File: src/rtl/tree_three_source_meeting_vertex_core_macros.svh
// Assertion macros used by the top-level RTL file of the meeting vertex core.
`ifndef TREE_THREE_SOURCE_MEETING_VERTEX_CORE_MACROS_SVH
`define TREE_THREE_SOURCE_MEETING_VERTEX_CORE_MACROS_SVH

// The consequent must hold in the same cycle as the antecedent.
`define TTSMV_ASSERT_SAME(label, clk, rst, ante, cons, msg) \
   label: assert property (@(posedge clk) disable iff (rst) (ante) |-> (cons)) \
      else $error(msg);

// The consequent must hold in the cycle after the antecedent.
`define TTSMV_ASSERT_NEXT(label, clk, rst, ante, cons, msg) \
   label: assert property (@(posedge clk) disable iff (rst) (ante) |=> (cons)) \
      else $error(msg);

`endif

File: src/rtl/ttsmv_ram.sv
// Generic single write port RAM with registered read.
`timescale 1ns / 1ps
`default_nettype none
module ttsmv_ram #(
   parameter int WIDTH = 8,
   parameter int DEPTH = 16
) (
   input  wire logic                     clock,
   input  wire logic                     wr_en,
   input  wire logic [$clog2(DEPTH)-1:0] wr_addr,
   input  wire logic [WIDTH-1:0]         wr_data,
   input  wire logic [$clog2(DEPTH)-1:0] rd_addr,
   output logic [WIDTH-1:0]              rd_data
);

   logic [WIDTH-1:0] mem_ff [DEPTH];
   logic [WIDTH-1:0] rd_data_ff;

   // Write and registered read.
   always_ff @(posedge clock) begin
      if (wr_en) begin
         mem_ff[wr_addr] <= wr_data;
      end
      rd_data_ff <= mem_ff[rd_addr];
   end

   assign rd_data = rd_data_ff;

endmodule
`default_nettype wire

File: config.mk
export PLATFORM = sky130hd
export DESIGN_NAME = ttsmv_ram
export DESIGN_NICKNAME = d
export VERILOG_FILES = /design/src/rtl/tree_three_source_meeting_vertex_core_macros.svh /design/src/rtl/ttsmv_ram.sv
export SDC_FILE = /design/constraint.sdc
export NUM_CORES = 1
export LEC_CHECK = 0
export BUFFER_PORTS_ARGS = -buffer_cell sky130_fd_sc_hd__buf_2
export CORE_UTILIZATION = 45
export CTS_CLUSTER_SIZE = 30
export DETAILED_ROUTE_END_ITERATION = 6
export PLACE_DENSITY = 0.61
export SYNTH_ARGS = -nofsm -noshare
export SYNTH_HDL_FRONTEND = slang
export SYNTH_SLANG_ARGS = --single-unit
File: constraint.sdc
create_clock -name clock -period 2.5 [get_ports clock]
set_clock_uncertainty 0.2 [all_clocks]
set_input_delay 0.125 -clock clock [delete_from_list [all_inputs] [get_ports clock]]
set_output_delay 0.125 -clock clock [all_outputs]
set_load 0.05 [all_outputs]
==> results of run 1 <==
## sequential cells by signal, indices dropped and copies added, names as in the netlist
signal   count
rd_data      8
mem_ff     128
## cells in the mapped netlist
master	count	area (µm²)
dfxtp_1	8	160
nand3_1	1	5.00
or3b_2	1	8.76
mux4_2	18	405
a22oi_1	16	120
nor2_1	13	48.8
nor2b_1	1	6.26
nand2b_1	2	12.5
buf_2	3	15.0
mux4_1	14	368
edfxtp_1	128	3840
and2b_1	1	7.51
and2_1	1	6.26
buf_6	3	33.8
nand3b_1	2	15.0
nand2_1	9	33.8
nor3_1	4	20.0
buf_4	1	7.51
clkdlybuf4s25_2	3	30.0
## power groups by stage
stage,sequential (µW),clock (µW),combinational (µW)
finish,2560,2160,291
global route,2570,2290,314
CTS,2560,2200,297
detailed placement,2610,0,287
global placement,2610,0,284
floorplan,2660,0,129
## cells by family (layout without fill, tap and decap cells)
logic type,Yosys count,after routing,synth area share (%)
AOI/OAI and AO/OA,16,16,2.33
muxes,32,32,15.0
and+or+nand+nor,35,35,3.18
buffers and inverters,10,81,1.68
DFF,136,136,77.8
## cells in the final DEF, fill, tap and decap left out
master	synthesis	final
a22oi_1	16	16
mux4_1	14	14
edfxtp_1	128	128
nand3b_1	2	2
or3b_2	1	1
and2_1	1	1
clkinv_1	0	6
clkinv_2	0	3
bufinv_16	0	1
nor2b_1	1	1
buf_2	3	25
and2b_1	1	1
buf_12	0	2
clkbuf_16	0	17
buf_4	1	16
nand3_1	1	1
clkinvlp_4	0	3
mux4_2	18	18
dlygate4sd3_1	0	8
nor2_1	13	13
nand2_1	9	9
nand2b_1	2	2
dfxtp_1	8	8
nor3_1	4	4
## cell type report
cell class,count,area [µm²]
Sequential cell,136,4000
Clock buffer,17,425
Multi-Input combinational cell,83,1060
Clock inverter,13,90.1
Fill cell,824,4870
Tap cell,140,175
Timing Repair Buffer,51,365
## per-layer routing
layer	routed length, µm	track usage, %
met1	4110	23.5
met2	4680	28.8
met3	492	4.66
met4	104	8.11
met5	0	0
## per-stage QoR
step / setup WS, ns / util, %
2_1_floorplan: 0.682 / -
4_1_cts: 0.922 / 55.7
3_5_place_dp: 0.549 / 50.3
3_3_place_gp: 0.531 / 50.3
5_1_grt: 0.872 / 55.7
6_report: 0.950 / 55.7
## worst paths after layout
path             endpoint  slack (ns)
max reg2reg    rd_data[5]        0.95
max            rd_data[5]        0.95
min reg2reg    rd_data[0]        0.48
min          mem_ff[4][5]        0.07
## what timing repair did
action | 4_1_cts | 5_1_grt
hold buffers | 8 | 0
hold endpoints to repair | 128 | 0
gates resized for setup | 0 | 0
## tightest hold or removal path: stages
cell	delay [ns]
buf_2	0.14
nor3_1	0.06
buf_4	0.18
==> run summary, run 1 <==
Vias -> 2395
Post-route design area -> 6120 µm²
Routability cong. -> 0.702
Yosys cell types -> 19
CTS Buffer Depth -> 2
Required time worst endpoint -> 2.59 ns
Post-CTS Repair Setup Buffers -> 0
Via/cell ratio -> 5.44
Row cnt -> 38
Sequential Power Share -> 51.1%
Critical path's top delay family -> multiplexers
Reg2reg path depth -> 3
Maximum capacitance violations -> 0
CP Max Fanout -> 1
Internal power -> 3980 µW
Actual slew at the worst max-slew pin -> 0.794 ns
Nets -> 307
Worst Setup End Kind -> register
HP Start -> wr_addr[0]
HPWL after detailed placement -> 5800 µm
Yosys reg bits -> 136
Total GRT Usage -> 18.1%
Fmax -> 0.645 GHz
Cells after Synth -> 229
CP Depth -> 3
Hold WC Path Type -> in -> reg
Share of post-route cells with drive strength above 1 -> 28.7%
Max IR drop VDD -> 442 µV
Critical Path AT -> 1.64 ns
Switching power -> 1040 µW
Synth Warn # -> 0
Worst slew margin -> 46.9%
Worst hold slack -> 0.0708 ns
TritonCTS clock tree -> done
Crit-path max cell delay -> 0.51 ns
Mapped Nets -> 247
Worst reg2reg path startpoint -> mem_ff[1][5]
Core area -> 11000 µm²
Root buffer cell -> clkbuf_16
Critical path class -> reg -> reg
Syn Std Cell Area -> 5150 µm²
Clock transition at path regs -> 0.05 ns
Post-Route WL -> 9390 µm
Crit path buf inv count -> 0
Global route overflow -> 0
Total power -> 5020 µW
Status -> finished, final reports clean
Vias in the first global route -> 2462
Total CTS buffers -> 17
Register area share after synthesis -> 77.8%
First-pass DRT Iterations -> 4
Final Hold Fails -> 0
Initial antenna violation count -> 0
Comb pwr share -> 5.8%
IO Count -> 26
Clock power frac -> 43.1%
Ratio of final minimum period to clock period -> 62.0%
PortBufs -> 25
Setup TNS -> 0 ns
Starting DRT DRC Count -> 137
Antenna cells -> 0
Slowest-stage cell, CP -> mux4_1
Final setup fails -> 0
Post-layout minimum cycle time -> 1.55 ns
Clock sinks -> 136
Switch share -> 20.6%
Chip width -> 109 µm
Post-DP Area -> 5520 µm²
Leak pwr -> 0.00208 µW
Die extent in y -> 109 µm
PwrDens -> 820 nW/µm²
Max-slew violations -> 0
Initial core utilization -> 46.9%
Largest net degree at the start of global routing -> 33
WHS Path Cells -> 3
Setup crit start kind -> register
Clk Latency, worst-skew pair -> 0.41 ns
Post-route DRC -> 0
Non-Filler Instances -> 440
First-pass GRT wire length -> 14300 µm
CTS H-Tree Depth -> 4
Synth-to-layout area growth -> 18.8%
Per-cell routed wire length -> 21.3 µm
Placed insts -> 402
CP Cell Sequence -> mux4_1, a22oi_1, nand2_1
Die area -> 11900 µm²
Syn_area_per_cell -> 22.5 µm²
RSZ-0062 raised after global routing -> no
ANT nets after route -> 0
CP startpoint -> mem_ff[1][5]
(Power assumes the default switching activity.)
==> run 2, diff against run 1 <==
PLACE_DENSITY = 0.63   (was 0.61)
clock period = 1.36 ns   (was 2.5 ns; I/O delays follow)
==> run 2 against run 1 <==
Effect of this change: the flow now finishes with violations (negative setup slack); first-iteration DRC count up 86%; worst setup slack worse by 1.1 ns; final cell count up 6.4%; wire length rose by 13%; die area unchanged; worst hold slack worse by 0.065 ns; via count increased by 6.2%; global-route usage increased by 2.2 points; critical endpoint is now rd_data[6]; highest routed layer unchanged.
==> run summary, run 2 (synthesis results as in run 1) <==
Status -> finished with violations
Violated checks -> negative setup slack
Placed insts -> 429 (+6.7%)
Setup crit start kind -> register
Actual slew at the worst max-slew pin -> 0.779 ns (-0.0156 ns)
Clock sinks -> 136 (unchanged)
Global route overflow -> 0 (unchanged)
Switch share -> 19.3% (-1.3 points)
Share of post-route cells with drive strength above 1 -> 43.9% (+15 points)
Largest net degree at the start of global routing -> 18 (-45%)
Worst slew margin -> 48.0% (+1.0 points)
Post-route DRC -> 0 (unchanged)
Synth-to-layout area growth -> 28.4%
IO Count -> 26 (unchanged)
Core area -> 11000 µm² (unchanged)
Final setup fails -> 8 (+8)
Vias -> 2543 (+6.2%)
Die extent in y -> 109 µm (unchanged)
Hold WC Path Type -> in -> reg
Total GRT Usage -> 20.3% (+2.2 points)
Slowest-stage cell, CP -> mux4_2
Starting DRT DRC Count -> 255 (+86%)
Post-layout minimum cycle time -> 1.49 ns (-0.0562 ns)
Antenna cells -> 0 (unchanged)
Post-DP Area -> 5870 µm² (+6.4%)
Clk Latency, worst-skew pair -> 0.41 ns (about the same)
Maximum capacitance violations -> 0 (unchanged)
Post-route design area -> 6610 µm² (+8.1%)
Vias in the first global route -> 2742 (+11%)
Post-layout util -> 60.2% (+4.5 points)
TritonCTS clock tree -> done
Fmax -> 0.670 GHz (+3.8%)
Clock transition at path regs -> 0.06 ns (about the same)
Switching power -> 2010 µW (+94%)
Biggest register -> mem_ff
First-pass DRT Iterations -> 4 (unchanged)
PwrDens -> 1570 nW/µm² (+92%)
Die area -> 11900 µm² (unchanged)
CTS Buffer Depth -> 2 (unchanged)
Clock power frac -> 48.4% (+5.3 points)
Post-Route WL -> 10600 µm (+13%)
CTS H-Tree Depth -> 4 (unchanged)
Row cnt -> 38 (unchanged)
Commonest non-fill, non-tap cell in the layout -> edfxtp_1
Crit-path max cell delay -> 0.47 ns (-0.04 ns)
Chip width -> 109 µm (unchanged)
Leak pwr -> 0.00227 µW (+9.2%)
Initial antenna violation count -> 0 (unchanged)
Comb pwr share -> 6.2% (+0.4 points)
Most frequent cells in the layout -> edfxtp_1, buf_4, mux4_2
Worst Setup End Kind -> register
Internal power -> 8390 µW (+110%)
Ratio of final minimum period to clock period -> 110% (+48 points)
Max IR drop VDD -> 982 µV (+120%)
Non-Filler Instances -> 468 (+6.4%)
Sequential Power Share -> 45.4% (-5.7 points)
Nets -> 333 (+8.5%)
PortBufs -> 25 (unchanged)
CP Cell Sequence -> mux4_2, a22oi_2, nand2_1
Max-slew violations -> 0 (unchanged)
Total CTS buffers -> 17 (unchanged)
HPWL after detailed placement -> 6810 µm (+17%)
Worst hold slack -> 0.00599 ns (-0.0648 ns)
Per-cell routed wire length -> 22.8 µm (+6.6%)
Final Hold Fails -> 0 (unchanged)
Routability cong. -> 0.738 (+5.2%)
Final worst slack -> -0.134 ns (-1.08 ns)
CP Max Fanout -> 1 (unchanged)
First-pass GRT wire length -> 16200 µm (+13%)
RSZ-0062 raised after global routing -> yes
Pre-CTS setup slack -> -0.353 ns (-0.903 ns)
Largest register FFs -> 128 (unchanged)
Initial core utilization -> 46.9% (unchanged)
Critical Path AT -> 1.59 ns (-0.05 ns)
Via/cell ratio -> 5.43 (-0.17%)
ANT nets after route -> 0 (unchanged)
Required time worst endpoint -> 1.46 ns (-1.13 ns)
Root buffer cell -> clkbuf_16
Critical path class -> reg -> reg
## run 2: what timing repair did
action | 4_1_cts | 5_1_grt
resized for setup | 18 | 4
endpoints found under the hold margin | 144 | 0
setup buffers | 0 | 0
pin swaps | 12 | 4
endpoints found under the setup margin | 8 | 8
hold buffers | 9 | 0
## run 2: area by class of cell
type	instances	area [µm²]
clock buffer	19	433
clock inverter	13	226
fill	781	4370
multi-input combinational	83	1100
sequential	136	4000
tap	140	175
timing repair buffer	77	676
## run 2: path summary, 6_finish.rpt
kind,start,end,slack [ns],cells after the start
hold reg to reg,mem_ff[15][5],rd_data[5],0.48,3
setup reg to reg,mem_ff[0][6],rd_data[6],-0.13,3
setup / recovery,mem_ff[0][6],rd_data[6],-0.13,3
hold / removal,wr_addr[1],mem_ff[0][6],0.006,3
## run 2: metrics by stage
stage	total power (µW)	TNS, ns
floorplan	5140	-0.405
global placement	5410	-7.74
detailed placement	5420	-8.67
CTS	10500	-0.734
global route	10700	-1.00
finish	10400	-0.673
## run 2: per-layer routing
| metal | vias up | wire (µm) | track usage (%) |
|---|---|---|---|
| met4 | 0 | 147 | 8.20 |
| met3 | 9 | 820 | 5.38 |
| met5 | - | 0 | 0 |
| li1 | 1143 | - | - |
| met2 | 94 | 5230 | 31.6 |
| met1 | 1297 | 4450 | 27.4 |
## run 2: power groups by stage
stage          clock [µW]  combinational [µW]  sequential (µW)
2_1_floorplan           0                 246             4890
6_report             5030                 650             4720
5_1_grt              5250                 696             4730
3_5_place_dp            0                 616             4800
4_1_cts              5100                 653             4720
3_3_place_gp            0                 608             4800
## run 2: critical path, delay by kind of cell, from the launching register on
family	cells	cell delay, ns
muxes	1	0.47
DFF	1	0.37
and+or+nand+nor	1	0.08
AOI/OAI and AO/OA	1	0.26
==> run 3, diff against run 2 <==
ABC_AREA = 1   (was not set)
PLACE_DENSITY = not set   (was 0.63)
==> run 3 against run 2 <==
Effect of this change: flip-flop and latch count is the same; wire length increased by 22%; highest routed layer unchanged; clock power up 4%; maximum frequency is 12% higher; die area increased by 12%; clock-buffer cell count grew 1; global-route usage rose by 1.7 points; critical path depth grew 3; power grew 2.4%; worst setup slack gained 0.16 ns; the flow now finishes without violations; final cell count is 68% higher; critical endpoint is now rd_data[4].
==> run summary, run 3 <==
Status -> finished, final reports clean
RSZ-0062 raised after global routing -> no
Post-route DRC -> 0 (unchanged)
CTS Buffer Depth -> 2 (unchanged)
HP Start -> rd_addr[1]
Most frequent cells in the layout -> nand2_1, edfxtp_1, inv_1
Hold WC Path Type -> in -> reg
CP Max Fanout -> 11 (+10)
Post-CTS Repair Setup Buffers -> 0 (unchanged)
Syn Std Cell Area -> 5770 µm² (+12%)
Post-synth top area share -> 66.7% (-8.0 points)
Die extent in y -> 115 µm (+5.7%)
Register area share after synthesis -> 69.4% (-8.4 points)
Actual slew at the worst max-slew pin -> 0.384 ns (-0.395 ns)
Global route overflow -> 0 (unchanged)
Largest net degree at the start of global routing -> 37 (+19)
Fmax -> 0.750 GHz (+12%)
First-pass GRT wire length -> 20400 µm (+26%)
Reg2reg path depth -> 6 (+3)
Number of flops mapped to enable cells by yosys -> 128 (unchanged)
RR Endpoint -> rd_data[4]
PortBufs -> 25 (unchanged)
Core area -> 12300 µm² (+12%)
Synth-to-layout area growth -> 21.3%
Vias -> 3824 (+50%)
Commonest non-fill, non-tap cell in the layout -> nand2_1
FILL cells -> 1045 (+34%)
Routability cong. -> 0.778 (+5.4%)
Critical path class -> in -> reg
Biggest register -> mem_ff
WHS Path Cells -> 6 (+3)
Post-layout util -> 57.1% (-3.1 points)
Clock transition at path regs -> 0.06 ns (about the same)
Total CTS buffers -> 17 (unchanged)
CTS H-Tree Depth -> 4 (unchanged)
Non-Filler Instances -> 788 (+68%)
Critical Path AT -> 1.45 ns (-0.14 ns)
Mapped Nets -> 569 (+130%)
Initial core utilization -> 47.0% (+0.16 points)
Yosys cell types -> 12 (-7)
Post-Route WL -> 13000 µm (+22%)
Total power -> 10700 µW (+2.4%)
Largest register FFs -> 128 (unchanged)
HPWL after detailed placement -> 7900 µm (+16%)
Root buffer cell -> clkbuf_16
IO Count -> 26 (unchanged)
ANT nets after route -> 0 (unchanged)
Final worst slack -> 0.0259 ns (+0.159 ns)
R2R Setup Slk -> 0.13 ns (+0.26 ns)
Worst Setup End Kind -> register
Chip width -> 115 µm (+5.7%)
Yosys top cell by area -> edfxtp_1
Via/cell ratio -> 4.85 (-11%)
Die area -> 13300 µm² (+12%)
Synth Warn # -> 0 (unchanged)
Top cells by area, synth -> edfxtp_1, nand2_1, nand3_1, inv_1, dfxtp_1
Share of post-route cells with drive strength above 1 -> 13.9% (-30 points)
Most numerous cell in the Yosys netlist -> nand2_1
Nets -> 625 (+88%)
Per-cell routed wire length -> 16.5 µm (-27%)
Setup TNS -> 0 ns (+0.673 ns)
Min-Delay Endpoint -> rd_data[3]
Required time worst endpoint -> 1.47 ns (about the same)
Max IR drop VDD -> 803 µV (-18%)
Maximum capacitance violations -> 0 (unchanged)
Total GRT Usage -> 22.0% (+1.7 points)
Final Hold Fails -> 0 (unchanged)
Ratio of final minimum period to clock period -> 98.1% (-12 points)
Max-slew violations -> 0 (unchanged)
Worst slew margin -> 74.4% (+26 points)
Syn_area_per_cell -> 10.5 µm² (-53%)
Pre-CTS setup slack -> 0.0367 ns (+0.390 ns)
Final setup fails -> 0 (-8)
Initial antenna violation count -> 0 (unchanged)
First-pass DRT Iterations -> 4 (unchanged)
Setup crit start kind -> input port
Cells after Synth -> 551 (+140%)
Post-layout minimum cycle time -> 1.33 ns (-0.159 ns)
Top_reg_cell synth -> edfxtp_1
Commonest cells post-synth -> nand2_1, edfxtp_1, inv_1
Antenna cells -> 0 (unchanged)
Clk Latency, worst-skew pair -> 0.42 ns (about the same)
Starting DRT DRC Count -> 265 (+3.9%)
Vias in the first global route -> 3764 (+37%)
Leak pwr -> 0.00305 µW (+34%)
Clock sinks -> 136 (unchanged)
TritonCTS clock tree -> done
Placed insts -> 746 (+74%)
Worst reg2reg path startpoint -> mem_ff[4][4]
Async SR Flop Fraction -> 0% (unchanged)
Yosys reg bits -> 136 (unchanged)
PwrDens -> 1520 nW/µm² (-3.2%)
Row cnt -> 40 (+5.3%)
[run 3: cell types whose count changed after synthesis, moves of 4 or more]
cell,change
a22oi_1,-16
buf_2,+10
inv_1,+100
mux4_1,-14
mux4_2,-18
nand2_1,+164
nand3_1,+96
nor2_1,+4
nor3_1,-4
[run 3: worst max-delay path: stages]
cell           delay (ns)
dlygate4sd3_1        0.52
buf_2                0.22
buf_4                0.24
nand3_1              0.12
nand3_1              0.19
nand2_1              0.08
[run 3: cell type report]
class | count | area [µm²] | area share [%]
Multi-Input combinational cell | 289 | 1220 | 17.5
Timing Repair Buffer | 61 | 499 | 7.13
Inverter | 102 | 383 | 5.47
Tap cell | 168 | 210 | 3.00
Clock buffer | 20 | 457 | 6.53
Clock inverter | 12 | 221 | 3.16
Sequential cell | 136 | 4000 | 57.2
[run 3: how the worst max path moves through the flow]
stage                          start       endpoint  slack [ns]  depth (start not counted)
after floorplan           wr_addr[2]  mem_ff[10][0]        0.14                          2
after global placement    rd_addr[0]     rd_data[5]        0.04                          8
after detailed placement  rd_addr[0]     rd_data[5]        0.04                          8
after CTS                 rd_addr[2]     rd_data[6]        0.03                          7
after global routing      rd_addr[2]     rd_data[4]       0.001                          6
final                     rd_addr[2]     rd_data[4]        0.03                          6
[run 3: cells by family (layout without fill, tap and decap cells)]
kind of cell	Yosys count	count (layout)	synth area share, %
and+or+nand+nor	289	289	21.0
buffers and inverters	126	195	9.52
DFF	136	136	69.4
[run 3: metal layers]
metal	vias to the layer above	global-route usage, %	part of all wire, %
li1	1886	-	-
met1	1809	27.3	42
met2	109	36.9	51
met3	20	4.85	4.7
met4	0	10.0	2.2
met5	-	0	0
[run 3: report_power, final]
group          total (µW)  internal, µW  leakage [µW]  switching (µW)
Combinational         719           218       0.00150             501
Sequential           4710          4690       0.00122            25.5
Clock                5220          3530      0.000322            1700
Total               10700          8430       0.00305            2220
[run 3: what timing repair did]
action,in CTS,in global routing
endpoints found under the hold margin,136,0
endpoints found under the setup margin,0,6
hold buffers,10,0
resized for setup,0,3
[run 3: per-stage QoR]
step	hold slack, ns	area (µm²)
after floorplan	-0.0331	5770
after global placement	0.205	6210
after detailed placement	0.203	6210
after CTS	0.0621	6980
after global routing	0.112	7000
final	0.0691	7000
